**src/rtl/core/assert_macros.svh**
```systemverilog
// ----------------------------------------------------------------------------
// assert_macros.svh
// Assertion wrappers for the thermostat core; empty when SYNTHESIS is set.
// ----------------------------------------------------------------------------
`ifndef ASSERT_MACROS_SVH
`define ASSERT_MACROS_SVH
`ifndef SYNTHESIS
`define MFHT_ASSERT(lbl, clk, rst_n, prop) \
    lbl: assert property (@(posedge clk) disable iff (!rst_n) prop) \
        else $error("mfht check failed");
`define MFHT_ASSERT_NEXT(lbl, clk, rst_n, pre, post) \
    lbl: assert property (@(posedge clk) disable iff (!rst_n) pre |=> post) \
        else $error("mfht sequence check failed");
`else
`define MFHT_ASSERT(lbl, clk, rst_n, prop)
`define MFHT_ASSERT_NEXT(lbl, clk, rst_n, pre, post)
`endif
`endif

```
**src/rtl/core/mfht_pkg.sv**
```systemverilog
// ----------------------------------------------------------------------------
// mfht_pkg
// Shared widths, constants and controller/datapath interface types.
// ----------------------------------------------------------------------------
package mfht_pkg;

    localparam int SAMPLE_BITS = 10;
    localparam int FULL_SCALE  = (1 << SAMPLE_BITS) - 1;
    localparam int SPAN_NUM    = 353;
    localparam int SPAN_W      = 9;

    localparam int TEMP_W  = 9;
    localparam int TGT_W   = 13;
    localparam int HYS_W   = 10;
    localparam int CFG_W   = 13;
    localparam int CFG_IDX_W = 2;

    // median * SPAN_NUM
    localparam int PROD_W = SAMPLE_BITS + SPAN_W;
    // 16 * median * SPAN_NUM
    localparam int LHS_W  = PROD_W + 4;
    // (target +/- band) scaled by FULL_SCALE
    localparam int BASE_W = TGT_W + 1;
    localparam int THR_W  = BASE_W + SAMPLE_BITS;

    localparam logic [TGT_W-1:0] TGT_RST = TGT_W'(480);
    localparam logic [HYS_W-1:0] HYS_RST = HYS_W'(32);

    localparam logic [CFG_IDX_W-1:0] CFG_TARGET = CFG_IDX_W'(0);
    localparam logic [CFG_IDX_W-1:0] CFG_HYST   = CFG_IDX_W'(1);

    typedef logic [SAMPLE_BITS-1:0] t_sample;

    typedef struct packed {
        logic load;       // new sample accepted: write ring, load sorter
        logic sort_step;  // one compare-swap pass
        logic sort_odd;   // pass works on odd pairs
        logic prod;       // scale median, form threshold
        logic decide;     // mode update and result load
    } t_ctrl_cmd;

    typedef struct packed {
        logic out_busy;   // result register full and stalled
        logic warming;    // still in warm-up
    } t_ctrl_status;

endpackage

```
**src/rtl/core/mfht_ctrl.sv**
```systemverilog
// ----------------------------------------------------------------------------
// mfht_ctrl
// Sequencer: accept, WINDOW sort passes, scale, decide.
// ----------------------------------------------------------------------------
`include "assert_macros.svh"

module mfht_ctrl #(
    parameter int WINDOW = 5
) (
    input  logic                  i_clk,
    input  logic                  i_rst_n,
    input  logic                  i_in_valid,
    output logic                  o_in_stall,
    input  mfht_pkg::t_ctrl_status i_status,
    output mfht_pkg::t_ctrl_cmd   o_cmd
);

    localparam int PASS_W = $clog2(WINDOW);
    localparam logic [PASS_W-1:0] LAST_PASS = PASS_W'(WINDOW - 1);

    localparam logic [1:0] S_IDLE   = 2'd0;
    localparam logic [1:0] S_SORT   = 2'd1;
    localparam logic [1:0] S_PROD   = 2'd2;
    localparam logic [1:0] S_DECIDE = 2'd3;

    logic [1:0]        r_state, n_state;
    logic [PASS_W-1:0] r_pass,  n_pass;

    always_comb begin
        n_state = r_state;
        n_pass  = r_pass;
        o_cmd   = '0;
        unique case (r_state)
            S_IDLE: begin
                if (i_in_valid) begin
                    o_cmd.load = 1'b1;
                    n_pass     = '0;
                    n_state    = S_SORT;
                end
            end
            S_SORT: begin
                o_cmd.sort_step = 1'b1;
                o_cmd.sort_odd  = r_pass[0];
                if (r_pass == LAST_PASS) begin
                    n_state = S_PROD;
                end else begin
                    n_pass = r_pass + 1'b1;
                end
            end
            S_PROD: begin
                o_cmd.prod = 1'b1;
                n_state    = S_DECIDE;
            end
            S_DECIDE: begin
                // hold until the result register can take the new item
                if (!i_status.out_busy) begin
                    o_cmd.decide = 1'b1;
                    n_state      = S_IDLE;
                end
            end
            default: n_state = S_IDLE;
        endcase
    end

    assign o_in_stall = (r_state != S_IDLE);

    always_ff @(posedge i_clk) begin
        if (!i_rst_n) begin
            r_state <= S_IDLE;
            r_pass  <= '0;
        end else begin
            r_state <= n_state;
            r_pass  <= n_pass;
        end
    end

    `MFHT_ASSERT(a_pass_range, i_clk, i_rst_n, r_pass <= LAST_PASS)
    `MFHT_ASSERT_NEXT(a_sort_done, i_clk, i_rst_n,
        (r_state == S_SORT && r_pass == LAST_PASS), (r_state == S_PROD))
    `MFHT_ASSERT_NEXT(a_decide_hold, i_clk, i_rst_n,
        (r_state == S_DECIDE && i_status.out_busy), (r_state == S_DECIDE))
    `MFHT_ASSERT_NEXT(a_load_sorts, i_clk, i_rst_n,
        o_cmd.load, (r_state == S_SORT && r_pass == '0))

endmodule

```
**src/rtl/core/mfht_dp.sv**
```systemverilog
// ----------------------------------------------------------------------------
// mfht_dp
// Sample ring, odd-even transposition sorter, scaling and hysteresis logic.
// ----------------------------------------------------------------------------
`include "assert_macros.svh"

module mfht_dp #(
    parameter int WINDOW = 5
) (
    input  logic                                i_clk,
    input  logic                                i_rst_n,
    input  mfht_pkg::t_ctrl_cmd                 i_cmd,
    output mfht_pkg::t_ctrl_status              o_status,
    input  logic                                i_cfg_we,
    input  logic [mfht_pkg::CFG_IDX_W-1:0]      i_cfg_index,
    input  logic [mfht_pkg::CFG_W-1:0]          i_cfg_data,
    input  logic [mfht_pkg::SAMPLE_BITS-1:0]    i_adc_sample,
    input  logic                                i_out_stall,
    output logic                                o_out_valid,
    output logic [mfht_pkg::TEMP_W-1:0]         o_temperature_deg,
    output logic                                o_heater_on,
    output logic                                o_fan_on,
    output logic                                o_control_active
);

    localparam int SLOT_W = $clog2(WINDOW);
    localparam int CNT_W  = $clog2(WINDOW + 2);
    localparam int MED    = WINDOW / 2;
    localparam logic [SLOT_W-1:0] LAST_SLOT = SLOT_W'(WINDOW - 1);
    localparam logic [CNT_W-1:0]  WARM_END  = CNT_W'(WINDOW);
    localparam logic [CNT_W-1:0]  WARM_DONE = CNT_W'(WINDOW + 1);
    localparam int QW = mfht_pkg::PROD_W - mfht_pkg::SAMPLE_BITS;

    mfht_pkg::t_sample r_ring [WINDOW];
    mfht_pkg::t_sample r_sort [WINDOW];
    mfht_pkg::t_sample n_sort [WINDOW];
    logic [SLOT_W-1:0] r_slot;
    logic [CNT_W-1:0]  r_warm, n_warm;
    logic              r_cool, n_cool;
    logic              n_active;

    logic [mfht_pkg::TGT_W-1:0] r_tgt;
    logic [mfht_pkg::HYS_W-1:0] r_hys;

    logic [mfht_pkg::PROD_W-1:0] r_prod;
    logic [mfht_pkg::THR_W-1:0]  r_thr;
    logic                        r_thr_neg;
    logic [mfht_pkg::BASE_W-1:0] base;
    logic                        base_neg;
    logic [mfht_pkg::BASE_W-1:0] tgt_ext, hys_ext;

    logic [mfht_pkg::THR_W-1:0]        lhs;
    logic [QW-1:0]                     q0;
    logic [mfht_pkg::SAMPLE_BITS:0]    rem;
    logic [mfht_pkg::TEMP_W-1:0]       temp;

    logic                         r_out_valid;
    logic [mfht_pkg::TEMP_W-1:0]  r_temp;
    logic                         r_heater, r_fan, r_active;

    // one transposition pass; pairs of one parity never overlap
    always_comb begin
        for (int i = 0; i < WINDOW; i++) begin
            n_sort[i] = r_sort[i];
        end
        for (int i = 0; i < WINDOW - 1; i++) begin
            if ((i[0] == i_cmd.sort_odd) && (r_sort[i] > r_sort[i+1])) begin
                n_sort[i]   = r_sort[i+1];
                n_sort[i+1] = r_sort[i];
            end
        end
    end

    // threshold for whichever compare the decide cycle will make
    always_comb begin
        tgt_ext  = mfht_pkg::BASE_W'(r_tgt);
        hys_ext  = mfht_pkg::BASE_W'(r_hys);
        base     = tgt_ext;
        base_neg = 1'b0;
        priority if (r_warm == WARM_END) begin
            base = tgt_ext;
        end else if (!r_cool) begin
            base = tgt_ext + hys_ext;
        end else begin
            base     = tgt_ext - hys_ext;
            base_neg = (tgt_ext < hys_ext);
        end
    end

    // divide by 2^N-1: quotient estimate plus one correction step
    always_comb begin
        lhs  = mfht_pkg::THR_W'({r_prod, 4'b0000});
        q0   = r_prod[mfht_pkg::PROD_W-1:mfht_pkg::SAMPLE_BITS];
        rem  = (mfht_pkg::SAMPLE_BITS+1)'(r_prod[mfht_pkg::SAMPLE_BITS-1:0])
             + (mfht_pkg::SAMPLE_BITS+1)'(q0);
        temp = mfht_pkg::TEMP_W'(q0)
             + mfht_pkg::TEMP_W'(rem >= (mfht_pkg::SAMPLE_BITS+1)'(mfht_pkg::FULL_SCALE));
    end

    always_comb begin
        n_warm   = r_warm;
        n_cool   = r_cool;
        n_active = 1'b1;
        priority if (r_warm < WARM_END) begin
            n_warm   = r_warm + 1'b1;
            n_active = 1'b0;
        end else if (r_warm == WARM_END) begin
            n_cool = (lhs >= r_thr);
            n_warm = WARM_DONE;
        end else if (!r_cool) begin
            if (lhs >= r_thr) begin
                n_cool = 1'b1;
            end
        end else begin
            if (!r_thr_neg && (lhs <= r_thr)) begin
                n_cool = 1'b0;
            end
        end
    end

    always_ff @(posedge i_clk) begin
        if (!i_rst_n) begin
            for (int i = 0; i < WINDOW; i++) begin
                r_ring[i] <= '0;
            end
            r_slot      <= '0;
            r_warm      <= '0;
            r_cool      <= 1'b0;
            r_tgt       <= mfht_pkg::TGT_RST;
            r_hys       <= mfht_pkg::HYS_RST;
            r_out_valid <= 1'b0;
        end else begin
            if (i_cfg_we) begin
                if (i_cfg_index == mfht_pkg::CFG_TARGET) begin
                    r_tgt <= i_cfg_data[mfht_pkg::TGT_W-1:0];
                end else if (i_cfg_index == mfht_pkg::CFG_HYST) begin
                    r_hys <= i_cfg_data[mfht_pkg::HYS_W-1:0];
                end
            end
            if (i_cmd.load) begin
                r_ring[r_slot] <= i_adc_sample;
                r_slot <= (r_slot == LAST_SLOT) ? '0 : r_slot + 1'b1;
            end
            if (i_cmd.decide) begin
                r_warm      <= n_warm;
                r_cool      <= n_cool;
                r_out_valid <= 1'b1;
            end else if (!i_out_stall) begin
                r_out_valid <= 1'b0;
            end
        end
    end

    // payload registers
    always_ff @(posedge i_clk) begin
        if (i_cmd.load) begin
            for (int i = 0; i < WINDOW; i++) begin
                r_sort[i] <= (r_slot == SLOT_W'(i)) ? i_adc_sample : r_ring[i];
            end
        end else if (i_cmd.sort_step) begin
            r_sort <= n_sort;
        end
        if (i_cmd.prod) begin
            r_prod <= mfht_pkg::PROD_W'(r_sort[MED])
                    * mfht_pkg::PROD_W'(mfht_pkg::SPAN_NUM);
            r_thr  <= mfht_pkg::THR_W'(base) * mfht_pkg::THR_W'(mfht_pkg::FULL_SCALE);
            r_thr_neg <= base_neg;
        end
        if (i_cmd.decide) begin
            r_temp   <= temp;
            r_active <= n_active;
            r_heater <= n_active & ~n_cool;
            r_fan    <= n_active & n_cool;
        end
    end

    assign o_status.out_busy = r_out_valid & i_out_stall;
    assign o_status.warming  = (r_warm < WARM_END);

    assign o_out_valid       = r_out_valid;
    assign o_temperature_deg = r_temp;
    assign o_heater_on       = r_heater;
    assign o_fan_on          = r_fan;
    assign o_control_active  = r_active;

    `MFHT_ASSERT(a_warm_range, i_clk, i_rst_n, r_warm <= WARM_DONE)
    `MFHT_ASSERT(a_slot_range, i_clk, i_rst_n, r_slot <= LAST_SLOT)
    `MFHT_ASSERT(a_drive_excl, i_clk, i_rst_n,
        r_out_valid |-> (r_active == (r_heater ^ r_fan)))
    `MFHT_ASSERT_NEXT(a_active_sticky, i_clk, i_rst_n,
        (i_cmd.decide && !o_status.warming), (r_active && r_warm == WARM_DONE))

endmodule

```
**src/rtl/core/median_filtered_hysteresis_thermostat.sv**
```systemverilog
// ----------------------------------------------------------------------------
// median_filtered_hysteresis_thermostat
// Median-of-WINDOW filter on converter samples, scaling to whole degrees,
// and a hysteresis heat/cool controller after a warm-up of WINDOW samples.
// ----------------------------------------------------------------------------
//  channel   direction  handshake                 payload
//  sample    in         i_in_valid / o_in_stall   i_adc_sample
//  result    out        o_out_valid / i_out_stall temperature, heater, fan, active
//  config    in         i_cfg_we                  i_cfg_index, i_cfg_data
//
// Each item goes through accept, WINDOW odd-even transposition passes
// through one compare-swap row, scale and decide, in that order.
// One result is produced per item and held in an output register; the
// decide step waits while that register is full and stalled.
// Reset is synchronous: ring cleared, warm-up restarted, config registers at defaults.
// ----------------------------------------------------------------------------
module median_filtered_hysteresis_thermostat #(
    parameter int WINDOW = 5
) (
    input  logic                               i_clk,
    input  logic                               i_rst_n,
    input  logic                               i_cfg_we,
    input  logic [mfht_pkg::CFG_IDX_W-1:0]     i_cfg_index,
    input  logic [mfht_pkg::CFG_W-1:0]         i_cfg_data,
    input  logic                               i_in_valid,
    output logic                               o_in_stall,
    input  logic [mfht_pkg::SAMPLE_BITS-1:0]   i_adc_sample,
    output logic                               o_out_valid,
    input  logic                               i_out_stall,
    output logic [mfht_pkg::TEMP_W-1:0]        o_temperature_deg,
    output logic                               o_heater_on,
    output logic                               o_fan_on,
    output logic                               o_control_active
);

    mfht_pkg::t_ctrl_cmd    cmd;
    mfht_pkg::t_ctrl_status status;

    mfht_ctrl #(
        .WINDOW (WINDOW)
    ) u_ctrl (
        .i_clk      (i_clk),
        .i_rst_n    (i_rst_n),
        .i_in_valid (i_in_valid),
        .o_in_stall (o_in_stall),
        .i_status   (status),
        .o_cmd      (cmd)
    );

    mfht_dp #(
        .WINDOW (WINDOW)
    ) u_dp (
        .i_clk             (i_clk),
        .i_rst_n           (i_rst_n),
        .i_cmd             (cmd),
        .o_status          (status),
        .i_cfg_we          (i_cfg_we),
        .i_cfg_index       (i_cfg_index),
        .i_cfg_data        (i_cfg_data),
        .i_adc_sample      (i_adc_sample),
        .i_out_stall       (i_out_stall),
        .o_out_valid       (o_out_valid),
        .o_temperature_deg (o_temperature_deg),
        .o_heater_on       (o_heater_on),
        .o_fan_on          (o_fan_on),
        .o_control_active  (o_control_active)
    );

endmodule
```
**config.mk**
```make
export PLATFORM = sky130hd
export DESIGN_NAME = median_filtered_hysteresis_thermostat
export DESIGN_NICKNAME = d
export VERILOG_FILES = /design/src/rtl/core/mfht_pkg.sv /design/src/rtl/core/mfht_ctrl.sv /design/src/rtl/core/mfht_dp.sv /design/src/rtl/core/median_filtered_hysteresis_thermostat.sv
export VERILOG_INCLUDE_DIRS = /design/src /design/src/rtl/core
export SDC_FILE = /design/constraint.sdc
export NUM_CORES = 1
export LEC_CHECK = 0
export ABC_AREA = 1
export BUFFER_PORTS_ARGS = -buffer_cell sky130_fd_sc_hd__buf_4
export CAP_MARGIN = 20
export CORE_ASPECT_RATIO = 1.2
export CORE_UTILIZATION = 55
export CTS_CLUSTER_DIAMETER = 50
export DETAILED_ROUTE_END_ITERATION = 16
export PLACE_DENSITY = 0.74
export SLEW_MARGIN = 20
export SYNTH_ARGS = -nofsm -noshare
export SYNTH_HDL_FRONTEND = slang
export SYNTH_SLANG_ARGS = --single-unit
```
**constraint.sdc**
```tcl
create_clock -name i_clk -period 6.1 [get_ports i_clk]
set_clock_uncertainty 0.1 [all_clocks]
set_input_delay 0.915 -clock i_clk [delete_from_list [all_inputs] [get_ports i_clk]]
set_output_delay 0.915 -clock i_clk [all_outputs]
set_load 0.05 [all_outputs]
```
== Word level (Yosys, flattened, before mapping) ==
Memory sizes are Yosys's and may differ from the RTL's.
Cells that the tools add are included.

* Register bits after elaboration: 142
* Bits in writable memories: 50
* Bits of input ports: 30
* Memories: 1

{| class="wikitable"
|+ Memories
! name !! words !! width !! rd ports !! clocked after Yosys merged registers in !! wr ports !! line !! text
|-
| u_dp.r_ring || 5 || 10 || 5 || 0 || 5 || mfht_dp.sv:34 || <nowiki>mfht_pkg::t_sample r_ring [WINDOW];</nowiki>
|}

* Add/subtract/negate cells: 7
* Multiply operators: 2
* $lt $le $gt $ge: 9
* Equal/unequal tests: 15
* Multiplexer cells: 44
* Bitwise logic cells: 7
* Reductions and logical operators: 30

{| class="wikitable"
|+ Operators with widths
! operator !! number
|-
| 50-bit 2-to-1 mux || 2
|-
| 20-bit 2-to-1 mux || 4
|-
| 10-bit 2-to-1 mux || 6
|-
| 10-bit > comparator || 4
|-
| 14-bit 2-to-1 mux || 2
|-
| 23-bit by 24-bit >= comparator with 1-bit output || 1
|-
| 23-bit by 24-bit less-or-equal comparator with 1-bit output || 1
|-
| 14-bit by 10-bit multiplier with 24-bit output, second input constant || 1
|-
| 10-bit by 9-bit multiplier with 19-bit output, second input constant || 1
|-
| 1-bit 2-to-1 mux || 18
|-
| 3-bit 2-to-1 mux || 6
|-
| 13-bit by 10-bit adder with 14-bit output || 1
|-
| 2-bit AND reduction || 7
|-
| 13-bit by 10-bit subtractor with 14-bit output || 1
|-
| 13-bit by 10-bit less-than comparator with 1-bit output || 1
|-
| 2-bit nonzero test || 6
|-
| 10-bit by 9-bit adder with 11-bit output || 1
|-
| 11-bit by 10-bit >= comparator with 1-bit output, second input constant || 1
|-
| 10-bit OR reduction || 1
|-
| 3-bit by 1-bit adder with 3-bit output, second input constant || 3
|-
| 9-bit by 1-bit adder with 9-bit output || 1
|-
| 3-bit equality test, second input constant || 3
|-
| 3-bit AND reduction || 3
|-
| 3-bit nonzero test || 3
|-
| other kinds (17) || 36
|}

== Logic depth before layout (Yosys ltp) ==
* Depth after elaboration: 10
* Mapped depth: 34

== Modules after synthesis ==
A second synthesis with hierarchy kept.

* Cell total of the unflattened synthesis: 1961
* Area, all modules: 16311.9 um^2

{| class="wikitable"
|+ Modules (own cells, without submodules)
! module !! instances !! cells each !! area each (um^2) !! seq. area each (um^2)
|-
| mfht_dp || 1 || 1901 || 15914.0 || 5305.1
|-
| mfht_ctrl || 1 || 60 || 397.9 || 100.1
|}

== Least setup slack after synthesis ==
Ideal clock, no wire load.

* Path kind: register to register
* Start point: register u_dp.r_hys[0] (netlist bit)
* End point: register u_dp.r_thr[23] (netlist bit) (data pin)
* Library setup time: 0.253 ns
* Data arrival time: 5.626 ns
* Data required time: 5.747 ns
* Setup slack: 0.121 ns
* Stages on the path, launching flop included: 28
* Clock period less this slack: 5.979 ns
* Cells stage by stage: dfxtp_1 -> ha_1 -> inv_1 -> fa_1 -> nand3b_1 -> nand2_1 -> nand2_1 -> nand3_1 -> nand3_1 -> nand3_1 -> o21ai_0 -> fa_1 -> inv_1 -> fa_1 -> fa_1 -> fa_1 -> inv_1 -> fa_1 -> inv_1 -> ha_1 -> a21oi_1 -> inv_1 -> nor2_1 -> nor2_1 -> o21bai_1 -> nand3_1 -> nand2_1 -> nand2_1

* Cells in the longest elaborated chain, start to end: 4

{| class="wikitable"
|+ RTL lines
! what !! line !! text
|-
| from (decl) || mfht_dp.sv:43 || <nowiki>logic [mfht_pkg::HYS_W-1:0] r_hys;</nowiki>
|-
| from (signal assigned) || mfht_dp.sv:130 || <nowiki>r_hys <= mfht_pkg::HYS_RST;</nowiki>
|-
| from (signal assigned) || mfht_dp.sv:137 || <nowiki>r_hys <= i_cfg_data[mfht_pkg::HYS_W-1:0];</nowiki>
|-
| 13-bit by 10-bit adder with 14-bit output or 13-bit by 10-bit subtractor with 14-bit output (tied branches) || mfht_dp.sv:83, mfht_dp.sv:85 ||
|-
| 14-bit 2-to-1 mux * || mfht_dp.sv:82 || <nowiki>end else if (!r_cool) begin</nowiki>
|-
| 14-bit 2-to-1 mux * || mfht_dp.sv:80 || <nowiki>priority if (r_warm == WARM_END) begin</nowiki>
|-
| 14-bit by 10-bit multiplier with 24-bit output * || mfht_dp.sv:166 || <nowiki>r_thr <= mfht_pkg::THR_W'(base) * mfht_pkg::THR_W'(mfht_pkg::FULL_SCALE);</nowiki>
|-
| to (signal assigned) || mfht_dp.sv:166 ||
|-
| to (decl) || mfht_dp.sv:46 || <nowiki>logic [mfht_pkg::THR_W-1:0] r_thr;</nowiki>
|}

Every way passes the cells marked *; elsewhere a longest branch is shown, timed or not.
A chain may end at the register's enable or synchronous reset.

== Worst setup path after layout ==
* Start point: register u_dp.r_hys[3] (netlist bit)
* End point: register u_dp.r_thr[10] (netlist bit) (data pin)

The elaborated chain is that of the path after synthesis.

==> results.md <==
- GR Util All Layers: 27.2%
- Number of global-route vias before repair: 13000
- Startpoint types: flop
- Final nets: 2366
- Cell family with most CP delay: adder cells
- Ant. Diodes: 0
- Required @ worst endpoint: 6.28 ns
- Avg Inst Size Synth: 8.38 um^2
- DR iter-0 viols: 1130
- Min cycle time layout: 5.98 ns
- Synthesized area: 16200 um^2
- Initial Utilization: 56.2%
- Die Wd: 159 um
- # H-tree levels: 4
- Reg2Reg Depth: 27
- Final GP Congestion: 0.976
- Worst path depth: 27
- Row cnt: 68
- Io pins: 44
- Buf/Inv on CP: 8
- Worst slew pin tran: 0.862 ns
- Reg-to-reg endpoint: u_dp.r_thr[10]$_DFFE_PP_
- Commonest non-fill, non-tap cell in the layout: nand2_1
- Routed WL: 41700 um
- Detailed placement HPWL: 31500 um
- Final instance area: 18900 um^2
- DRT Pass-1 Iters: 5
- Setup CP Type: reg2reg
- Sequential share of the synthesized area: 33.3%
- TritonCTS clock tree: built
- Hold path depth: 2
- Post-layout util: 65.4%
- Post-synthesis cell type count: 50
- GR Overflow Total: 0
- Core ar.: 28900 um^2
- Clk Latency, worst-skew pair: 0.45 ns
- Root Driver: clkbuf_16
- Number of synthesized flops with an enable pin: 156
- Hold_ws: 0.395 ns
- Placed Instances: 2399
- Max Transition Viols Final: 0
- CTS Hold Bufs: 0
- Mapped Cells: 1939
- Warning count from the yosys run: 0
- Fin. Hold Viols: 0
- Routed vias/inst: 5.54
- CTS max path bufs: 2
- MaxCap Viol Count: 0
- Mapped Nets: 2256
- Routed Antenna Nets: 0
- Largest net degree at the start of global routing: 71
- Share of cells above drive strength 1: 16.8%
- Run status: finished, final reports clean
- Initial antenna violation count: 0
- Top cell by count, worst path: fa_1
- Worst Min Path Start: u_dp.r_hys[9]$_SDFFE_PN0P_
- Period Utilization, post-route: 98.1%
- Buffers on Ports: 43
- Slowest stage delay, CP: 0.54 ns
- Synth Register Bits: 192
- First-pass GRT wire length: 65100 um
- Post-Layout Cell Count: 2447
- Most frequent cells in the layout: 337 x nand2_1, 316 x inv_1, 177 x ha_1
- Worst setup slack for register-to-register paths: 0.12 ns
- Final setup viols: 0
- Clock transition at path regs: 0.08 ns
- Async SR Flop Fraction: 0%
- Dpl cell area: 17400 um^2
- Worst Hold Path EP: u_dp.r_hys[9]$_SDFFE_PN0P_
- Reg2reg start: u_dp.r_hys[3]$_SDFFE_PN0P_
- Critical Path Slowest Stage Cell: fa_2
- WL per Instance: 17.1 um
- Top FF cell, synth: edfxtp_1
- TritonCTS buffer count: 17
- Hold Crit Class: reg2reg
- CP Max Fanout: 8
- Vias: 13600
- F_max: 167 MHz
- Slew headroom: 42.2%
- Clk sinks: 192
- Die ar.: 30200 um^2
- Critical Path AT: 6.16 ns
- Die H: 190 um
- Setup crit end kind: flop
- DRC: 0
- Synthesis-to-finish area growth: 16.4%
==> registers in the layout, summed over array words and instances (netlist names) <==
| name | cells |
|---|---|
| u_dp.o_fan_on | 1 |
| u_dp.r_sort | 50 |
| u_dp.o_heater_on | 1 |
| u_ctrl.r_state | 2 |
| u_dp.r_thr | 24 |
| u_dp.o_temperature_deg | 9 |
| u_ctrl.r_pass | 3 |
| u_dp.o_out_valid | 1 |
| u_dp.r_ring | 50 |
| u_dp.r_tgt | 13 |
| u_dp.r_warm | 3 |
| u_dp.o_control_active | 1 |
| u_dp.r_cool | 1 |
| u_dp.r_thr_neg | 1 |
| u_dp.r_hys | 10 |
| u_dp.r_prod | 19 |
| u_dp.r_slot | 3 |
==> metrics by stage <==
stage / worst slack [ns] / setup TNS, ns
2_1_floorplan: 0.121 / 0
3_3_place_gp: -0.329 / -2.80
3_5_place_dp: -0.366 / -3.43
4_1_cts: 0.00451 / 0
5_1_grt: -0.0962 / -0.966
6_report: 0.117 / 0
==> cell type report <==
class | count | area [um^2]
Clock inverter | 15 | 183
Inverter | 345 | 1300
Multi-Input combinational cell | 1349 | 10000
Timing Repair Buffer | 144 | 1100
Sequential cell | 192 | 5410
Tap cell | 385 | 482
Clock buffer | 17 | 425
Fill cell | 2341 | 10000
==> routing by layer <==
metal  global-route usage, %  vias to the layer above  share of wire (%)
met5                       0                        -                  0
met4                    10.4                        0                3.4
met3                    3.09                      100                6.0
met2                    45.8                      524                 48
met1                    36.2                     6352                 42
li1                        -                     6589                  -
==> synthesized netlist by cell type (3+ instances only) <==
library cell  count  share of area [%]
nand2_1         357                8.2
inv_1           338                7.8
ha_1            203                 16
nor2_1          168                3.9
edfxtp_1        156                 29
nand3_1         144                4.4
a21oi_1         108                3.3
o21ai_0          99                3.0
fa_1             84                 10
dfxtp_1          36                4.4
xor2_1           27                1.5
clkbuf_1         23               0.53
o22ai_1          21               0.81
nand4_1          20               0.77
buf_2            19               0.59
nor3_1           18               0.55
o211ai_1         15               0.69
xnor2_1          11               0.59
nand2_2           8               0.31
buf_4             7               0.32
nor2_2            7               0.27
or2_2             7               0.27
a211oi_1          6               0.28
inv_2             6               0.14
o21bai_1          6               0.28
o21a_1            5               0.23
nand3_2           4               0.25
o21ai_1           4               0.12
a21o_1            3               0.14
nand3b_1          3               0.14
==> kinds of logic (layout without fill, tap and decap cells) <==
group                    after synthesis  after routing  share of synthesized area (%)
buffers and inverters                398            521                           9.60
adder cells (fa/ha/maj)              287            287                           26.0
flip-flops                           192            192                           33.3
AND/OR/NAND/NOR                      745            745                           19.5
XOR/XNOR                              38             38                           2.05
AO/OA/AOI/OAI                        279            279                           9.59
==> timing repair <==
| action | in CTS | in global routing |
|---|---|---|
| gates resized for setup | 29 | 150 |
| pin swaps | 7 | 82 |
| setup buffers | 0 | 15 |
| setup endpoints to repair | 14 | 16 |
==> how the worst max path moves through the flow <==
stage / startpoint / end / slack, ns
global route: u_dp.r_tgt[0]$_SDFFE_PN0P_ / u_dp.r_thr[18]$_DFFE_PP_ / -0.1
global placement: u_dp.r_hys[2]$_SDFFE_PN0P_ / u_dp.r_thr[10]$_DFFE_PP_ / -0.33
finish: u_dp.r_hys[3]$_SDFFE_PN0P_ / u_dp.r_thr[10]$_DFFE_PP_ / 0.12
CTS: u_dp.r_hys[0]$_SDFFE_PN0P_ / u_dp.r_thr[18]$_DFFE_PP_ / 0.005
floorplan: u_dp.r_hys[0]$_SDFFE_PN0P_ / u_dp.r_thr[23]$_DFFE_PP_ / 0.12
detailed placement: u_dp.r_hys[2]$_SDFFE_PN0P_ / u_dp.r_thr[10]$_DFFE_PP_ / -0.37
==> worst min-delay path, delay by kind of cell, from the launching register on <==
family	cells	cell delay, ns
flops	1	0.32
buf+inv	1	0.08
compound gates	1	0.06
Power is left out: the tool's default activity adds up to more than one toggle a clock period on the data nets, which glitch-free logic cannot reach.
